<file path="src/rtl/swt_pkg.sv">
// shared types and constants for the shell line word tokenizer
package swt_pkg;

  // result kinds
  localparam logic [1:0] KIND_BYTE     = 2'd0;
  localparam logic [1:0] KIND_WORD_END = 2'd1;
  localparam logic [1:0] KIND_LINE_END = 2'd2;

  // line status codes
  localparam logic [2:0] STAT_OK     = 3'd0;
  localparam logic [2:0] STAT_LONG   = 3'd1;
  localparam logic [2:0] STAT_NUL    = 3'd2;
  localparam logic [2:0] STAT_EXTRA  = 3'd3;
  localparam logic [2:0] STAT_WORDS  = 3'd4;
  localparam logic [2:0] STAT_WLONG  = 3'd5;
  localparam logic [2:0] STAT_ESC    = 3'd6;
  localparam logic [2:0] STAT_QUOTE  = 3'd7;

  // character codes
  localparam logic [7:0] CH_NUL    = 8'h00;
  localparam logic [7:0] CH_TAB    = 8'h09;
  localparam logic [7:0] CH_LF     = 8'h0a;
  localparam logic [7:0] CH_CR     = 8'h0d;
  localparam logic [7:0] CH_SPACE  = 8'h20;
  localparam logic [7:0] CH_DQUOTE = 8'h22;
  localparam logic [7:0] CH_HASH   = 8'h23;
  localparam logic [7:0] CH_SQUOTE = 8'h27;
  localparam logic [7:0] CH_BSLASH = 8'h5c;
  localparam logic [7:0] CH_N      = 8'h6e;
  localparam logic [7:0] CH_R      = 8'h72;
  localparam logic [7:0] CH_T      = 8'h74;

  // result queue
  localparam int Q_DEPTH = 8;
  localparam int Q_AW    = 3;
  localparam int Q_CW    = 4;

  typedef struct packed {
    logic [1:0] kind;
    logic [4:0] word_number;
    logic [7:0] data_byte;
    logic [7:0] word_length;
    logic [5:0] word_total;
    logic [2:0] status;
    logic       last;
  } result_t;

endpackage

</file>
<file path="src/rtl/shell_line_word_tokenizer.sv">
// shell line word tokenizer: byte stream in, word bytes / word ends / line ends out
//
//  channel  dir  payload                                              handshake
//  s_*      in   tdata[7:0] byte_in, tlast line_end                   tvalid/tready
//  m_*      out  tdata word_number,data_byte,word_length,             tvalid/tready
//                word_total,status; tuser kind; tlast last
//
// one byte per cycle: a byte is taken into an input register and decoded from there,
// once the queue has room, into zero to three words that go into an eight-entry result
// queue. one word leaves per cycle while m_tready is high, so bytes that make several
// words slow the input once the queue has fewer than three free entries. rst
// (synchronous) clears the scan state, the input register and the queue. a stalled
// output never blocks input while the queue has room.
module shell_line_word_tokenizer #(
  parameter int MAX_LINE_BYTES = 1024,
  parameter int MAX_WORD_BYTES = 256,
  parameter int MAX_WORDS      = 32
) (
  input  logic        clk,
  input  logic        rst,
  input  logic        s_tvalid,
  output logic        s_tready,
  input  logic [7:0]  s_tdata,   // [7:0] byte_in
  input  logic        s_tlast,
  output logic        m_tvalid,
  input  logic        m_tready,
  output logic [31:0] m_tdata,   // [4:0] word_number, [12:5] data_byte,
                                 // [20:13] word_length, [26:21] word_total,
                                 // [29:27] status, [31:30] zero
  output logic [1:0]  m_tuser,   // [1:0] kind
  output logic        m_tlast
);
  import swt_pkg::*;

  localparam int LBW = $clog2(MAX_LINE_BYTES + 2);
  localparam int CLW = (MAX_WORD_BYTES > 2) ? $clog2(MAX_WORD_BYTES) : 1;
  localparam int WCW = (MAX_WORDS > 1) ? $clog2(MAX_WORDS + 1) : 1;

  typedef enum logic [2:0] {
    M_BETWEEN, M_BARE, M_SQUOTE, M_DQUOTE, M_DQESC, M_COMMENT, M_DONE
  } mode_t;

  function automatic result_t mk_res(logic [1:0] k, logic [4:0] wn, logic [7:0] d,
                                     logic [7:0] wl, logic [5:0] wt, logic [2:0] st,
                                     logic lst);
    result_t r;
    r.kind        = k;
    r.word_number = wn;
    r.data_byte   = d;
    r.word_length = wl;
    r.word_total  = wt;
    r.status      = st;
    r.last        = lst;
    return r;
  endfunction

  function automatic logic [2:0] keep_err(logic [2:0] err, logic [2:0] code);
    return (err == STAT_OK) ? code : err;
  endfunction

  // scan state
  mode_t            mode, mode_next;
  logic [WCW-1:0]   wc, wc_next;
  logic [CLW-1:0]   cwl, cwl_next;
  logic [LBW-1:0]   lbc, lbc_next;
  logic [2:0]       err, err_next;

  // input register
  logic             in_vld;
  logic [7:0]       in_byte;
  logic             in_end;

  // result queue
  result_t          q [Q_DEPTH];
  logic [Q_AW-1:0]  wptr, rptr;
  logic [Q_CW-1:0]  cnt;

  result_t          res_next [3];
  logic [1:0]       n_next;
  logic             room, proc, pop;
  logic [1:0]       npush;

  assign room     = cnt <= Q_CW'(Q_DEPTH - 3);
  assign proc     = in_vld && room;
  assign s_tready = !in_vld || room;
  assign m_tvalid = cnt != '0;
  assign pop      = m_tvalid && m_tready;
  assign npush    = proc ? n_next : 2'd0;

  assign m_tdata  = {2'b00, q[rptr].status, q[rptr].word_total, q[rptr].word_length,
                     q[rptr].data_byte, q[rptr].word_number};
  assign m_tuser  = q[rptr].kind;
  assign m_tlast  = q[rptr].last;

  always_comb begin
    logic       do_push;
    logic       do_fin;
    logic [7:0] push_d;
    logic       blank;
    mode_next = mode;
    wc_next   = wc;
    cwl_next  = cwl;
    lbc_next  = lbc;
    err_next  = err;
    n_next    = 2'd0;
    do_push   = 1'b0;
    do_fin    = 1'b0;
    push_d    = in_byte;
    blank     = (in_byte == CH_SPACE) || (in_byte == CH_TAB) || (in_byte == CH_CR);
    for (int i = 0; i < 3; i++) begin
      res_next[i] = '0;
    end

    if (lbc <= LBW'(MAX_LINE_BYTES)) begin
      lbc_next = lbc + 1'b1;
    end
    if (lbc_next > LBW'(MAX_LINE_BYTES)) begin
      err_next  = STAT_LONG;
      mode_next = M_DONE;
    end

    // a word start from between words falls into the bare-word decode
    if (mode_next == M_BETWEEN) begin
      priority if (blank) begin
      end else if (in_byte == CH_LF) begin
        if (in_end) begin
          mode_next = M_COMMENT;
        end else begin
          err_next  = keep_err(err_next, STAT_EXTRA);
          mode_next = M_DONE;
        end
      end else if (in_byte == CH_HASH) begin
        mode_next = M_COMMENT;
      end else if (wc >= WCW'(MAX_WORDS)) begin
        err_next  = keep_err(err_next, STAT_WORDS);
        mode_next = M_DONE;
      end else begin
        cwl_next  = '0;
        mode_next = M_BARE;
      end
    end

    unique case (mode_next)
      M_BARE: begin
        priority if (in_byte == CH_NUL) begin
          err_next  = keep_err(err_next, STAT_NUL);
          mode_next = M_DONE;
        end else if (blank) begin
          do_fin    = 1'b1;
          mode_next = M_BETWEEN;
        end else if (in_byte == CH_LF) begin
          do_fin = 1'b1;
          if (in_end) begin
            mode_next = M_COMMENT;
          end else begin
            err_next  = keep_err(err_next, STAT_EXTRA);
            mode_next = M_DONE;
          end
        end else if (in_byte == CH_HASH) begin
          do_fin    = 1'b1;
          mode_next = M_COMMENT;
        end else if (in_byte == CH_DQUOTE) begin
          mode_next = M_DQUOTE;
        end else if (in_byte == CH_SQUOTE) begin
          mode_next = M_SQUOTE;
        end else begin
          do_push = 1'b1;
        end
      end
      M_SQUOTE: begin
        priority if (in_byte == CH_NUL) begin
          err_next  = keep_err(err_next, STAT_NUL);
          mode_next = M_DONE;
        end else if (in_byte == CH_SQUOTE) begin
          mode_next = M_BARE;
        end else begin
          do_push = 1'b1;
        end
      end
      M_DQUOTE: begin
        priority if (in_byte == CH_NUL) begin
          err_next  = keep_err(err_next, STAT_NUL);
          mode_next = M_DONE;
        end else if (in_byte == CH_DQUOTE) begin
          mode_next = M_BARE;
        end else if (in_byte == CH_BSLASH) begin
          if (in_end) begin
            err_next  = keep_err(err_next, STAT_ESC);
            mode_next = M_DONE;
          end else begin
            mode_next = M_DQESC;
          end
        end else begin
          do_push = 1'b1;
        end
      end
      M_DQESC: begin
        mode_next = M_DQUOTE;
        do_push   = 1'b1;
        priority if (in_byte == CH_N) begin
          push_d = CH_LF;
        end else if (in_byte == CH_T) begin
          push_d = CH_TAB;
        end else if (in_byte == CH_R) begin
          push_d = CH_CR;
        end else if (in_byte == CH_DQUOTE || in_byte == CH_SQUOTE
                     || in_byte == CH_BSLASH) begin
          push_d = in_byte;
        end else begin
          do_push   = 1'b0;
          err_next  = keep_err(err_next, STAT_ESC);
          mode_next = M_DONE;
        end
      end
      default: begin
      end
    endcase

    if (do_fin) begin
      res_next[n_next] = mk_res(KIND_WORD_END, 5'(wc_next), 8'd0, 8'(cwl_next), 6'd0,
                                STAT_OK, 1'b0);
      n_next   = n_next + 1'b1;
      wc_next  = wc_next + 1'b1;
      cwl_next = '0;
    end
    if (do_push) begin
      // the word keeps room for a terminator
      if (cwl_next >= CLW'(MAX_WORD_BYTES - 1)) begin
        err_next  = keep_err(err_next, STAT_WLONG);
        mode_next = M_DONE;
      end else begin
        res_next[n_next] = mk_res(KIND_BYTE, 5'(wc_next), push_d, 8'd0, 6'd0,
                                  STAT_OK, 1'b0);
        n_next   = n_next + 1'b1;
        cwl_next = cwl_next + 1'b1;
      end
    end

    if (in_end) begin
      if (mode_next == M_BARE) begin
        res_next[n_next] = mk_res(KIND_WORD_END, 5'(wc_next), 8'd0, 8'(cwl_next), 6'd0,
                                  STAT_OK, 1'b0);
        n_next  = n_next + 1'b1;
        wc_next = wc_next + 1'b1;
      end else if (mode_next == M_SQUOTE || mode_next == M_DQUOTE
                   || mode_next == M_DQESC) begin
        err_next = keep_err(err_next, STAT_QUOTE);
      end
      res_next[n_next] = mk_res(KIND_LINE_END, 5'd0, 8'd0, 8'd0, 6'(wc_next), err_next,
                                1'b1);
      n_next    = n_next + 1'b1;
      mode_next = M_BETWEEN;
      wc_next   = '0;
      cwl_next  = '0;
      lbc_next  = '0;
      err_next  = STAT_OK;
    end
  end

  always_ff @(posedge clk) begin
    if (rst) begin
      mode   <= M_BETWEEN;
      wc     <= '0;
      cwl    <= '0;
      lbc    <= '0;
      err    <= STAT_OK;
      in_vld <= 1'b0;
      wptr   <= '0;
      rptr   <= '0;
      cnt    <= '0;
    end else begin
      if (s_tvalid && s_tready) begin
        in_vld  <= 1'b1;
        in_byte <= s_tdata;
        in_end  <= s_tlast;
      end else if (proc) begin
        in_vld <= 1'b0;
      end
      if (proc) begin
        mode <= mode_next;
        wc   <= wc_next;
        cwl  <= cwl_next;
        lbc  <= lbc_next;
        err  <= err_next;
      end
      for (int i = 0; i < 3; i++) begin
        if (2'(i) < npush) begin
          q[wptr + Q_AW'(i)] <= res_next[i];
        end
      end
      wptr <= wptr + Q_AW'(npush);
      if (pop) begin
        rptr <= rptr + 1'b1;
      end
      cnt <= cnt + Q_CW'(npush) - Q_CW'(pop);
    end
  end

endmodule
</file>
<file path="config.mk">
export PLATFORM = sky130hd
export DESIGN_NAME = shell_line_word_tokenizer
export DESIGN_NICKNAME = d
export VERILOG_FILES = /design/src/rtl/swt_pkg.sv /design/src/rtl/shell_line_word_tokenizer.sv
export SDC_FILE = /design/constraint.sdc
export NUM_CORES = 1
export LEC_CHECK = 0
export ABC_CLOCK_PERIOD_IN_PS = 11200
export BUFFER_PORTS_ARGS = -buffer_cell sky130_fd_sc_hd__buf_2
export CAP_MARGIN = 20
export CORE_MARGIN = 1
export CORE_UTILIZATION = 55
export DETAILED_ROUTE_END_ITERATION = 7
export PLACE_DENSITY = 0.81
export SYNTH_ARGS = -nofsm -noshare
export SYNTH_HDL_FRONTEND = slang
export SYNTH_SLANG_ARGS = --single-unit
export TNS_END_PERCENT = 5
</file>
<file path="constraint.sdc">
create_clock -name clk -period 11.2 [get_ports clk]
set_input_delay 2.24 -clock clk [delete_from_list [all_inputs] [get_ports clk]]
set_output_delay 2.24 -clock clk [all_outputs]
set_load 0.005 [all_outputs]
</file>
# Word level (Yosys, flattened, before mapping)

Memories as Yosys holds them, arrays and structs flattened. A register that Yosys moved wholly into a read port is not among the register bits.
Index checks and enable logic that the tools add are counted.

Bitwise logic cells: 4
Reductions and logical operators: 23
$lt $le $gt $ge: 14
Equal/unequal tests: 19
Mux-type cells: 135
Add/subtract/negate cells: 13

Operators by type and width:

| kind                                                     | count |
|---|---|
| 2-to-1 mux 99 bit                                        | 5 |
| bitwise mux 99 bit                                       | 3 |
| demux 33 bit (select 2 bit)                              | 3 |
| 2-to-1 mux 3 bit                                         | 59 |
| 2-to-1 mux 8 bit                                         | 13 |
| 2-to-1 mux 33 bit                                        | 3 |
| == test 8 x 6 -> 1 bit, second input constant            | 4 |
| == test 8 x 7 -> 1 bit, second input constant            | 4 |
| 2-to-1 mux 32 bit                                        | 1 |
| 2-to-1 mux 1 bit                                         | 31 |
| == test 8 x 4 -> 1 bit, second input constant            | 3 |
| 2-to-1 mux 6 bit                                         | 4 |
| one-hot mux 3 bit (4 select lines)                       | 2 |
| 2-to-1 mux 11 bit                                        | 2 |
| 2-to-1 mux 2 bit                                         | 8 |
| zero test 3 bit                                          | 5 |
| adder 6 x 1 -> 6 bit, second input constant              | 2 |
| == test 3 x 2 -> 1 bit, second input constant            | 4 |
| adder 11 x 1 -> 11 bit, second input constant            | 1 |
| > comparator 11 bit, second input constant               | 1 |
| less-or-equal comparator 11 bit, second input constant   | 1 |
| greater-or-equal comparator 3 bit, second input constant | 3 |
| < comparator 3 x 1 -> 1 bit, second input constant       | 3 |
| inverter 2 -> 3 bit                                      | 3 |
| 23 further kinds                                         | 40 |

Bits in writable memories: 264
Output and inout bits: 37
Bits of input ports: 13
Logic and storage cells: 220
Register bits: 51
Memories kept: 1

Memory list:

| memory | words | width | rd ports | clocked after memory_dff | wr ports | line                            | text |
|---|---|---|---|---|---|---|---|
| q      | 8     | 33    | 1        | 1                        | 3        | shell_line_word_tokenizer.sv:74 | `result_t q [Q_DEPTH];` |

# Depth between registers and ports, before layout

Gate-level depths: netlist (run 1).

Depth after elaboration: 29
Mapped depth: 34
Gate-level depth less buffers: 30

# Worst setup path before layout (run 1)

OpenSTA, ideal clock, no wires.

Path kind: reg2reg
Start: register lbc[0]
End: memory q[1][0] (netlist bit), enable pin
Cell stages (with the launch flop): 26
Setup slack: 2.068 ns
Required time: 10.667 ns
Period minus slack after synthesis: 9.132 ns
Arrival: 8.598 ns
Setup time: 0.533 ns
Path buffers: 2
Cells stage by stage: dfxtp_1 inv_1 ha_1 or4b_1 o31ai_4 mux2_1 o2111ai_2 a211o_1 and2_1 ha_1 and3_1 and3_1 and2_1 nand2_1 a311o_1 and2_1 buf_1 nand2_1 nor2_1 a21oi_1 ha_1 and3_1 a31o_1 buf_4 a21oi_1 o311ai_0

RTL lines:

| element                | line                             | text |
|---|---|---|
| from (decl)            | shell_line_word_tokenizer.sv:65  | `logic [LBW-1:0] lbc, lbc_next;` |
| from (signal assigned) | shell_line_word_tokenizer.sv:283 | `lbc <= lbc_next;` |
| to (decl)              | shell_line_word_tokenizer.sv:74  |  |

==> out/qor.yml, run 1 <==
floorplanning:
  row_count: 65
  die_y_um: 181
  die_area_um2: 32600
  die_x_um: 181
  start_util: 0.558
  ioPinCount: 50
  core-area_um2: 31500
final_layout:
  fin_util: 0.613
  area_delta_synth_final_pct: 9.88
  diodes: 0
  mostFrequentLayoutCells: "edfxtp_1 (265), nor2_1 (222), nand2_1 (64), mux4_2 (64), mux2i_1 (60)"
  finalNetCount: 1545
  drive_gt1_frac: 0.207
  layout.cells.most_common: "edfxtp_1"
placed_design:
  pre_cts_ws_ns: 3.55
  dpl.hpwl_um: 30900
  gp_congestion: 0.966
  io_buffers: 47
run:
  maxCapViolations: 0
grt:
  track_usage: 0.286
  grt_max_degree: 65
  antenna_found_initial: 0
  met3_usage: 0.0502
  grt_use_met1: 0.387
  grt_pass1_wl_um: 72400
  use_met2: 0.470
  busiest_layer: "met2"
  grt_pass1_vias: 12600
  grt-ovfl-total: 0
yosys:
  synth_top_area_frac: 0.453
  ys.flop_type: "edfxtp_1"
  async_flop_share: 0
  synth.distinct_cells: 105
  synthTopCellsByArea: "edfxtp_1 (45%), mux4_2 (8.2%), dfxtp_1 (5.1%)"
  syn_inst: 1502
  synthesis.area_um2: 17600
  yosys_warnings: 0
  synth_seq_area_share: 0.504
  syn_avg_cell_area_um2: 11.7
  synth_top_cell_by_area: "edfxtp_1"
  synth-edff-count: 265
  ys_seq_elements: 310
critical_path:
  crit_path_start_kind: "flop"
  cp.arrival_ns: 8.09
  cp-end-kind: "flop"
  path_class: "flop to flop"
  critPathMaxFanout: 25
  r2r_setup_slack_ns: 3.32
  critPathRequiredTime_ns: 11.41
sta:
  fin_crit_sh: 0.704
  fin_tns_setup_ns: 0
  rsz0062_at_grt: "false"
  setup_violations: 0
  fin_ws_ns: 3.32
  tightest_slew_ns: 1.15
  skew_ns: 0.0377
  fin_crit_ns: 7.88
  drv_slew: 0
  timing.slew.headroom: 0.225
  hold_viol: 0
  timing.fmax_mhz: 127
power:
  vdd_ir_drop_max_mv: 0.121
  powerDensity_nw_per_um2: 170
  finalPower_mw: 3.27
  p_leak_nw: 6.86
cts:
  cts.clk_slew.worst_paths_ns: 0.06
  cts.repair.resized: 0
  clock_path_buffers: 3
  post_cts_buffers: 0
  hold_buffers: 0
  cts_root_buf: "clkbuf_16"
  cts_tree: "yes"
  cts_buffers: 34
  clk_latency_ns: 0.54
  clock-sinks: 310
  cts_max_level: 2
detailed_routing:
  ant_nets: 0
  vias: 13200
  avgRoutedWirePerCell_um: 24.3
  remaining_drc_errors: 0
  drt_iter0_markers: 1760
  routed_wl_um: 46900
  dr.pass1.iters: 6
  via_per_inst: 6.82
min_path:
  min_path_type: "flop to flop"
outcome:
  status: "finished, final reports clean"
per-stage QoR:
step / cells / hold slack [ns] / instance area, µm²
floorplan: 1503 / 0.449 / 17600
global placement: 1866 / 0.460 / 18100
detailed placement: 1866 / 0.473 / 18100
CTS: 1927 / 0.481 / 19200
global route: 1932 / 0.515 / 19300
finish: 1932 / 0.484 / 19300
per-layer routing:
| layer | part of all wire | vias to the layer above |
|---|---|---|
| li1 | - | 5763 |
| met1 | 0.40 | 6523 |
| met3 | 0.10 | 123 |
| met5 | 0 | - |
| met2 | 0.47 | 768 |
| met4 | 0.029 | 0 |
where the power goes:
| part | switching (mW) | internal [mW] | leakage [nW] |
|---|---|---|---|
| registers | 0.0539 | 1.31 | 2.82 |
| clock network | 0.484 | 0.716 | 0.576 |
| logic | 0.381 | 0.325 | 3.47 |
| total | 0.919 | 2.35 | 6.86 |
sequential cells by signal, indices dropped and copies added, names as in the netlist, named ones only:
register and flops:
in_vld 1, in_end 1, in_byte 8, wc 6
rptr 3, wptr 3, cwl 8, err 3
mode 3, q 256, cnt 4, lbc 11
cell usage after synthesis, drive strengths merged, types with 10 or more instances:
master / instances
o21ai: 34
nand4: 11
dfxtp: 45
mux4: 64
a21oi: 56
mux2: 48
inv: 31
buf: 52
and2: 15
nor2: 223
edfxtp: 265
xor2: 11
xnor2: 22
or3: 19
nor3: 30
a22oi: 13
nor2b: 26
mux2i: 69
clkbuf: 60
nand2: 68
o21bai: 10
nor4: 22
o22ai: 66
a31oi: 18
nand3: 41
ha: 25
nand2b: 10
final timing paths:
path / from / to / cells past startpoint
setup / recovery: in_byte[6]$_DFFE_PP_ / q[7][10]$_DFFE_PP_ / 23
hold / removal: rptr[1]$_SDFFE_PP0P_ / flop / 2
setup reg to reg: in_byte[6]$_DFFE_PP_ / q[7][10]$_DFFE_PP_ / 23
hold reg to reg: rptr[1]$_SDFFE_PP0P_ / flop / 2
cell families (layout without fill, tap and decap cells):
| logic type | count (synthesis) | count (layout) | share of synthesized area |
|---|---|---|---|
| multiplexers | 181 | 181 | 0.155 |
| buffers and inverters | 143 | 170 | 0.0367 |
| AO/OA/AOI/OAI | 291 | 291 | 0.118 |
| other | 1 | 2 | 0.000214 |
| adder cells (fa/ha/maj) | 27 | 27 | 0.0201 |
| flip-flops | 310 | 310 | 0.504 |
| XOR/XNOR | 33 | 33 | 0.0169 |
| AND/OR/NAND/NOR | 516 | 516 | 0.149 |
final cells by class:
cell class                      count  area (µm²)
Fill cell                        2369       12200
Sequential cell                   310        8860
Multi-Input combinational cell   1050        8140
Clock buffer                       36         880
Tap cell                          402         503
Timing Repair Buffer               78         488
Clock inverter                     25         307
Inverter                           31         116
worst max-delay path, cell delays in order, from the launching register on:
cell and delay [ns]:
edfxtp_1 0.50, nor3_1 0.71, nand4_1 0.20, and2_1 0.31, mux2i_1 0.21, a211o_1 0.36, and2_1 0.23, ha_1 0.20
and3_1 0.20, and3_1 0.23, and2_1 0.19, nand2_1 0.13, a311o_1 0.15, and2_1 0.46, nand2_1 0.35, a21oi_1 0.38
ha_1 0.29, and3_1 0.16, a31o_1 0.28, inv_2 0.33, or3_1 0.45, nor3_1 0.13, a31oi_1 0.85, o22ai_1 0.23
Note: power is estimated with default switching activity, not from simulation.
==> inputs of run 2 (changes only) <==
--- a/config.mk
+++ b/config.mk
@@ -5,13 +5,13 @@
 export SDC_FILE = /design/constraint.sdc
 export NUM_CORES = 1
 export LEC_CHECK = 0
-export ABC_CLOCK_PERIOD_IN_PS = 11200
+export ABC_CLOCK_PERIOD_IN_PS = 7000
 export BUFFER_PORTS_ARGS = -buffer_cell sky130_fd_sc_hd__buf_2
 export CAP_MARGIN = 20
 export CORE_MARGIN = 1
 export CORE_UTILIZATION = 55
 export DETAILED_ROUTE_END_ITERATION = 7
-export PLACE_DENSITY = 0.81
+export PLACE_DENSITY = 0.84
 export SYNTH_ARGS = -nofsm -noshare
 export SYNTH_HDL_FRONTEND = slang
 export SYNTH_SLANG_ARGS = --single-unit
==> constraint.sdc (replaced) <==
create_clock -name clk -period 7 [get_ports clk]
set_input_delay 1.4 -clock clk [delete_from_list [all_inputs] [get_ports clk]]
set_output_delay 1.4 -clock clk [all_outputs]
set_load 0.005 [all_outputs]
==> out/qor.yml, run 2 (same netlist as run 1, synthesis figures left out) <==
floorplanning:
  die_y_um: 181  # unchanged
  start_util: 0.558  # unchanged
  die_area_um2: 32600  # unchanged
  die_x_um: 181  # unchanged
  ioPinCount: 50  # unchanged
  core-area_um2: 31500  # unchanged
  row_count: 65  # unchanged
power:
  vdd_ir_drop_max_mv: 0.149  # +23%
  powerDensity_nw_per_um2: 262  # +55%
  p_seq_frac: 0.424  # +0.007
  switchingPower_mw: 1.46  # +59%
  p_leak_nw: 7.21  # +5.1%
  finalPower_mw: 5.21  # +59%
  pwr-share-clk: 0.352  # -0.015
  p_int_mw: 3.74  # +59%
  p_sw_frac: 0.281  # -0.000319
  p_comb_frac: 0.223  # +0.007
sta:
  timing.hold.ws_ns: 0.477  # -0.00688 ns
  skew_ns: 0.0316  # -0.00610 ns
  fin_crit_ns: 6.75  # -1.13 ns
  timing.fmax_mhz: 148  # +17%
  fin_crit_sh: 0.965  # +0.261
  hold_viol: 0  # unchanged
  setup_violations: 0  # unchanged
  tightest_slew_ns: 1.13  # -0.0278 ns
  drv_slew: 0  # unchanged
  timing.slew.headroom: 0.243  # +0.0187
critical_path:
  critPathMostFrequentCell: "ha_1"
  r2r_cells: 25  # +8.7%
  cp-end-kind: "flop"
  critPathMaxFanout: 25  # unchanged
  slowest_stage: "or3_1"
  cp.arrival_ns: 6.97  # -1.12 ns
  critPathRequiredTime_ns: 7.21  # -4.20 ns
  path_class: "flop to flop"
  max_stage_delay_ns: 0.46  # -0.39 ns
  crit_path_start_kind: "flop"
grt:
  grt_pass1_vias: 13200  # +4.4%
  grt_pass1_wl_um: 75200  # +3.8%
  grt_use_met1: 0.405  # +0.0181
  grt-ovfl-total: 0  # unchanged
  use_met2: 0.476  # +0.00633
  track_usage: 0.297  # +0.0115
  met3_usage: 0.0462  # -0.00403
  busiest_layer: "met2"
  grt_max_degree: 65  # unchanged
  antenna_found_initial: 0  # unchanged
min_path:
  whs_path_depth: 2  # unchanged
  min_path_type: "flop to flop"
final_layout:
  finalNetCount: 1595  # +3.2%
  largest_register: "q"
  area_delta_synth_final_pct: 12.9
  fill_cells: 2301  # -2.9%
  layout.cells.most_common: "edfxtp_1"
  diodes: 0  # unchanged
  multiInputGateArea_um2: 8250  # +1.4%
  top_regs: "q: 256 flops, lbc: 11 flops"
  final-seq-area_um2: 8860  # unchanged
  mostFrequentLayoutCells: "edfxtp_1 (265), nor2_1 (222), buf_4 (68)"
  drive_gt1_frac: 0.234  # +0.0273
  largest_register_ffs: 256  # unchanged
detailed_routing:
  avgRoutedWirePerCell_um: 24.5  # +1.2%
  remaining_drc_errors: 0  # unchanged
  dr.pass1.iters: 6  # unchanged
  drt_iter0_markers: 1951  # +11%
  vias: 13500  # +2.7%
  via_per_inst: 6.84  # +0.25%
  ant_nets: 0  # unchanged
  routed_wl_um: 48600  # +3.7%
cts:
  cts_max_level: 2  # unchanged
  clk_latency_ns: 0.53  # about the same
  cts_buffers: 35  # +2.9%
  clock-sinks: 310  # unchanged
  clock_path_buffers: 3  # unchanged
  cts_tree: "yes"
  hold_buffers: 0  # unchanged
  cts_root_buf: "clkbuf_16"
  cts.clk_slew.worst_paths_ns: 0.06  # about the same
placed_design:
  io_buffers: 47  # unchanged
  gp_congestion: 1.01  # +4.4%
  dpl.hpwl_um: 32400  # +4.8%
outcome:
  status: "finished, final reports clean"
run:
  maxCapViolations: 0  # unchanged
## run 2: layer usage
layer / up-vias / share of wire
met5: - / 0
met4: 0 / 0.041
met3: 171 / 0.11
met2: 939 / 0.47
met1: 6562 / 0.38
li1: 5866 / -
## run 2: repair_timing
action,4_1_cts,5_1_grt
resized for setup,0,19
buffers inserted,0,7
setup endpoints to repair,0,502
## run 2: final timing paths
path                         endpoint                 from  slack (ns)
setup reg to reg   q[6][17]$_DFFE_PP_  lbc[1]$_SDFFE_PP0P_        0.25
hold / removal    err[0]$_SDFFE_PP0P_  err[0]$_SDFFE_PP0P_        0.48
hold reg to reg   err[0]$_SDFFE_PP0P_  err[0]$_SDFFE_PP0P_        0.48
setup / recovery   q[6][17]$_DFFE_PP_  lbc[1]$_SDFFE_PP0P_        0.25
## run 2: final cells by class
class / count / share of cell area
well taps: 402 / 0.0254
flip-flops and latches: 310 / 0.447
clock buffers: 42 / 0.0465
repair buffers: 127 / 0.0481
multi-input cells: 1050 / 0.416
clock inverters: 18 / 0.0109
inverters: 31 / 0.00599
## run 2: power by group through the flow
stage / Combinational (mW) / Clock, mW / Sequential [mW]
5_1_grt: 1.25 / 1.91 / 2.23
6_report: 1.16 / 1.83 / 2.21
3_3_place_gp: 1.10 / 0 / 2.25
2_1_floorplan: 0.856 / 0 / 2.16
3_5_place_dp: 1.13 / 0 / 2.25
4_1_cts: 1.14 / 1.85 / 2.22
## run 2: worst max-delay path: cells and delay by family, from the launching register on
| kind | cells | cell delay [ns] |
|---|---|---|
| AND/OR/NAND/NOR | 10 | 2.20 |
| AO/OA/AOI/OAI | 7 | 1.77 |
| adder cells (fa/ha/maj) | 5 | 1.35 |
| buffers and inverters | 3 | 0.65 |
| flip-flops | 1 | 0.45 |
## run 2: through the flow
| step | setup TNS [ns] | setup WS (ns) | utilization | cells | instance area [µm²] |
|---|---|---|---|---|---|
| final | 0 | 0.248 | 0.630 | 1980 | 19800 |
| after global routing | -0.482 | -0.0243 | 0.630 | 1980 | 19800 |
| after CTS | 0 | 0.00343 | 0.624 | 1970 | 19600 |
| after detailed placement | 0 | 0.0638 | 0.588 | 1910 | 18500 |
| after global placement | 0 | 0.230 | 0.588 | 1910 | 18500 |
| after floorplan | -175.32 | -0.788 | - | 1503 | 17600 |
==> inputs of run 3 (changes only) <==
--- a/config.mk
+++ b/config.mk
@@ -5,13 +5,14 @@
 export SDC_FILE = /design/constraint.sdc
 export NUM_CORES = 1
 export LEC_CHECK = 0
+export ABC_AREA = 1
 export ABC_CLOCK_PERIOD_IN_PS = 7000
 export BUFFER_PORTS_ARGS = -buffer_cell sky130_fd_sc_hd__buf_2
 export CAP_MARGIN = 20
 export CORE_MARGIN = 1
 export CORE_UTILIZATION = 55
 export DETAILED_ROUTE_END_ITERATION = 7
-export PLACE_DENSITY = 0.84
+export PLACE_DENSITY = 0.83
 export SYNTH_ARGS = -nofsm -noshare
 export SYNTH_HDL_FRONTEND = slang
 export SYNTH_SLANG_ARGS = --single-unit
==> out/qor.yml, run 3 <==
sta:
  fin_ws_ns: 0.399  # +0.151 ns
  timing.slew.headroom: 0.205  # -0.0382
  fin_crit_ns: 6.60  # -0.151 ns
  hold_viol: 0  # unchanged
  skew_ns: 0.0272  # -0.00439 ns
  tightest_slew_ns: 1.19  # +0.0614 ns
  setup_violations: 0  # unchanged
  timing.fmax_mhz: 151  # +2.3%
  fin_crit_sh: 0.943  # -0.0216
  drv_slew: 0  # unchanged
  rsz0062_at_grt: "true"
  fin_tns_setup_ns: 0  # unchanged
detailed_routing:
  via_per_inst: 6.22  # -9.0%
  vias: 18500  # +37%
  ant_nets: 0  # unchanged
  avgRoutedWirePerCell_um: 20.9  # -15%
  remaining_drc_errors: 0  # unchanged
  dr.pass1.iters: 7  # +1
  routed_wl_um: 62100  # +28%
  drt_iter0_markers: 2789  # +43%
yosys:
  synthesis.area_um2: 19100  # +8.9%
  synthTopCellsByArea: "edfxtp_1 (42%), nand2_1 (9.8%), nand3_1 (8.5%)"
  synth.distinct_cells: 55  # -48%
  synth-edff-count: 265  # unchanged
  yosys_warnings: 0  # unchanged
  syn_inst: 2473  # +65%
  synth_top_area_frac: 0.416  # -0.0372
  async_flop_share: 0  # unchanged
  ys.flop_type: "edfxtp_1"
  ys_seq_elements: 310  # unchanged
  yosys-top-cells-count: "nand2_1 (498), nor2_1 (389), nand3_1 (324)"
  syn_avg_cell_area_um2: 7.74  # -34%
  synth.most_common_cell: "nand2_1"
  synth_seq_area_share: 0.463  # -0.0414
  synth_top_cell_by_area: "edfxtp_1"
grt:
  track_usage: 0.344  # +0.0471
  grt-ovfl-total: 0  # unchanged
  grt_pass1_vias: 17500  # +33%
  grt_max_degree: 69  # +6.2%
  grt_pass1_wl_um: 96000  # +28%
  antenna_found_initial: 1  # +1
placed_design:
  gp_congestion: 0.992  # -1.7%
  dpl.hpwl_um: 40900  # +26%
  pre_cts_ws_ns: 0.284  # +0.220 ns
  io_buffers: 47  # unchanged
critical_path:
  max_stage_delay_ns: 0.40  # -0.06 ns
  crit_start: "lbc[0]$_SDFFE_PP0P_"
  critPathRequiredTime_ns: 7.38  # +0.17 ns
  cp.arrival_ns: 6.99  # +0.02 ns
  r2r-start: "lbc[0]$_SDFFE_PP0P_"
  path_class: "flop to flop"
  slowest_stage: "dfxtp_1"
  cp-end-kind: "flop"
  critPathMostFrequentCell: "nand2_1"
  critPathMaxFanout: 15  # -40%
  r2r_cells: 45  # +80%
  crit_path_start_kind: "flop"
floorplanning:
  die_area_um2: 35500  # +8.8%
  die_y_um: 189  # +4.3%
  core-area_um2: 33900  # +7.6%
  ioPinCount: 50  # unchanged
  start_util: 0.565  # +0.00697
  die_x_um: 189  # +4.3%
  row_count: 67  # +3.1%
min_path:
  whs_path_depth: 2  # unchanged
  worstHoldStart: "cwl[1]$_SDFFE_PP0P_"
  min_path_type: "flop to flop"
cts:
  clock_path_buffers: 3  # unchanged
  clock-sinks: 310  # unchanged
  cts_tree: "yes"
  cts.clk_slew.worst_paths_ns: 0.06  # about the same
  cts_max_level: 2  # unchanged
  cts_buffers: 35  # unchanged
  clk_latency_ns: 0.54  # about the same
  cts_root_buf: "clkbuf_16"
final_layout:
  mostFrequentLayoutCells: "nand2_1 (495), nor2_1 (386), nand3_1 (315)"
  largest_register: "q"
  largest_register_ffs: 256  # unchanged
  layout.cells.most_common: "nand2_1"
  finalNetCount: 2546  # +60%
  drive_gt1_frac: 0.133  # -0.101
  area_delta_synth_final_pct: 11.6
  top_regs: "q: 256 flops, lbc: 11 flops"
  diodes: 0  # unchanged
power:
  p_leak_nw: 9.14  # +27%
  powerDensity_nw_per_um2: 284  # +8.4%
  vdd_ir_drop_max_mv: 0.244  # +64%
outcome:
  status: "finished, final reports clean"
run:
  maxCapViolations: 0  # unchanged
[run 3: changes by cell type in the layout (fill, tap and decap cells not counted), sizes merged, moves of 26 or more]
| cell | delta |
|---|---|
| o22ai | -31 |
| nand4 | +63 |
| nand2 | +456 |
| inv | +196 |
| nor2b | -26 |
| nor2 | +193 |
| mux2i | -69 |
| o21ai | +189 |
| mux4 | -64 |
| mux2 | -48 |
| nand3 | +294 |
[run 3: cell type report]
type / count / area [µm²]
Inverter: 232 / 888
Fill cell: 2893 / 12500
Timing Repair Buffer: 139 / 1110
Sequential cell: 310 / 8860
Tap cell: 448 / 561
Clock inverter: 20 / 146
Clock buffer: 40 / 895
Multi-Input combinational cell: 1788 / 8900
[run 3: path summary, 6_finish.rpt]
| check | to | slack (ns) |
|---|---|---|
| setup / recovery | q[2][1]$_DFFE_PP_ | 0.40 |
| hold / removal | cwl[1]$_SDFFE_PP0P_ | 0.46 |
| setup reg to reg | q[2][1]$_DFFE_PP_ | 0.40 |
| hold reg to reg | cwl[1]$_SDFFE_PP0P_ | 0.46 |
[run 3: through the flow]
| stage | hold slack, ns | cell area, µm² | std cells | total power, mW | util |
|---|---|---|---|---|---|
| final | 0.463 | 21400 | 2977 | 6.08 | 0.631 |
| after global placement | 0.446 | 20000 | 2902 | 4.25 | 0.591 |
| after global routing | 0.488 | 21400 | 2977 | 6.35 | 0.631 |
| after detailed placement | 0.458 | 20000 | 2902 | 4.30 | 0.591 |
| after CTS | 0.467 | 21100 | 2962 | 6.00 | 0.622 |
| after floorplan | 0.433 | 19100 | 2474 | 3.64 | - |
[run 3: kinds of logic after synthesis]
group | synth area share
AO/OA/AOI/OAI | 0.101
XOR/XNOR | 0.00804
adder cells (fa/ha/maj) | 0.0184
buffers and inverters | 0.0800
flip-flops | 0.463
other | 0.000196
AND/OR/NAND/NOR | 0.329
[run 3: where the power goes]
| group | internal [mW] | switching (mW) | leakage [nW] | total, mW |
|---|---|---|---|---|
| clock network | 0.957 | 0.751 | 0.507 | 1.71 |
| logic | 0.658 | 1.50 | 5.79 | 2.16 |
| registers | 2.17 | 0.0421 | 2.84 | 2.21 |
| total | 3.78 | 2.29 | 9.14 | 6.08 |
[run 3: critical path, delay by kind of cell, from the launching register on]
kind / cells / cell delay, ns
and+or+nand+nor: 31 / 3.67
DFF: 1 / 0.40
AOI/OAI and AO/OA: 3 / 0.34
adders and majority gates: 5 / 1.33
buffers and inverters: 6 / 0.71
[run 3: timing repair]
action | 4_1_cts | 5_1_grt
buffers inserted | 0 | 12
hold buffers | 0 | 0
gates resized for setup | 0 | 42
setup endpoints to repair | 0 | 507
[run 3: metal layers]
layer	share of wire	wire length [µm]	vias to the layer above	GRT usage
met5	0	0	-	0
met4	0.053	3300	0	0.162
met3	0.12	7590	296	0.0713
met2	0.46	28400	1308	0.556
met1	0.37	22800	8475	0.443
li1	-	-	8438	-
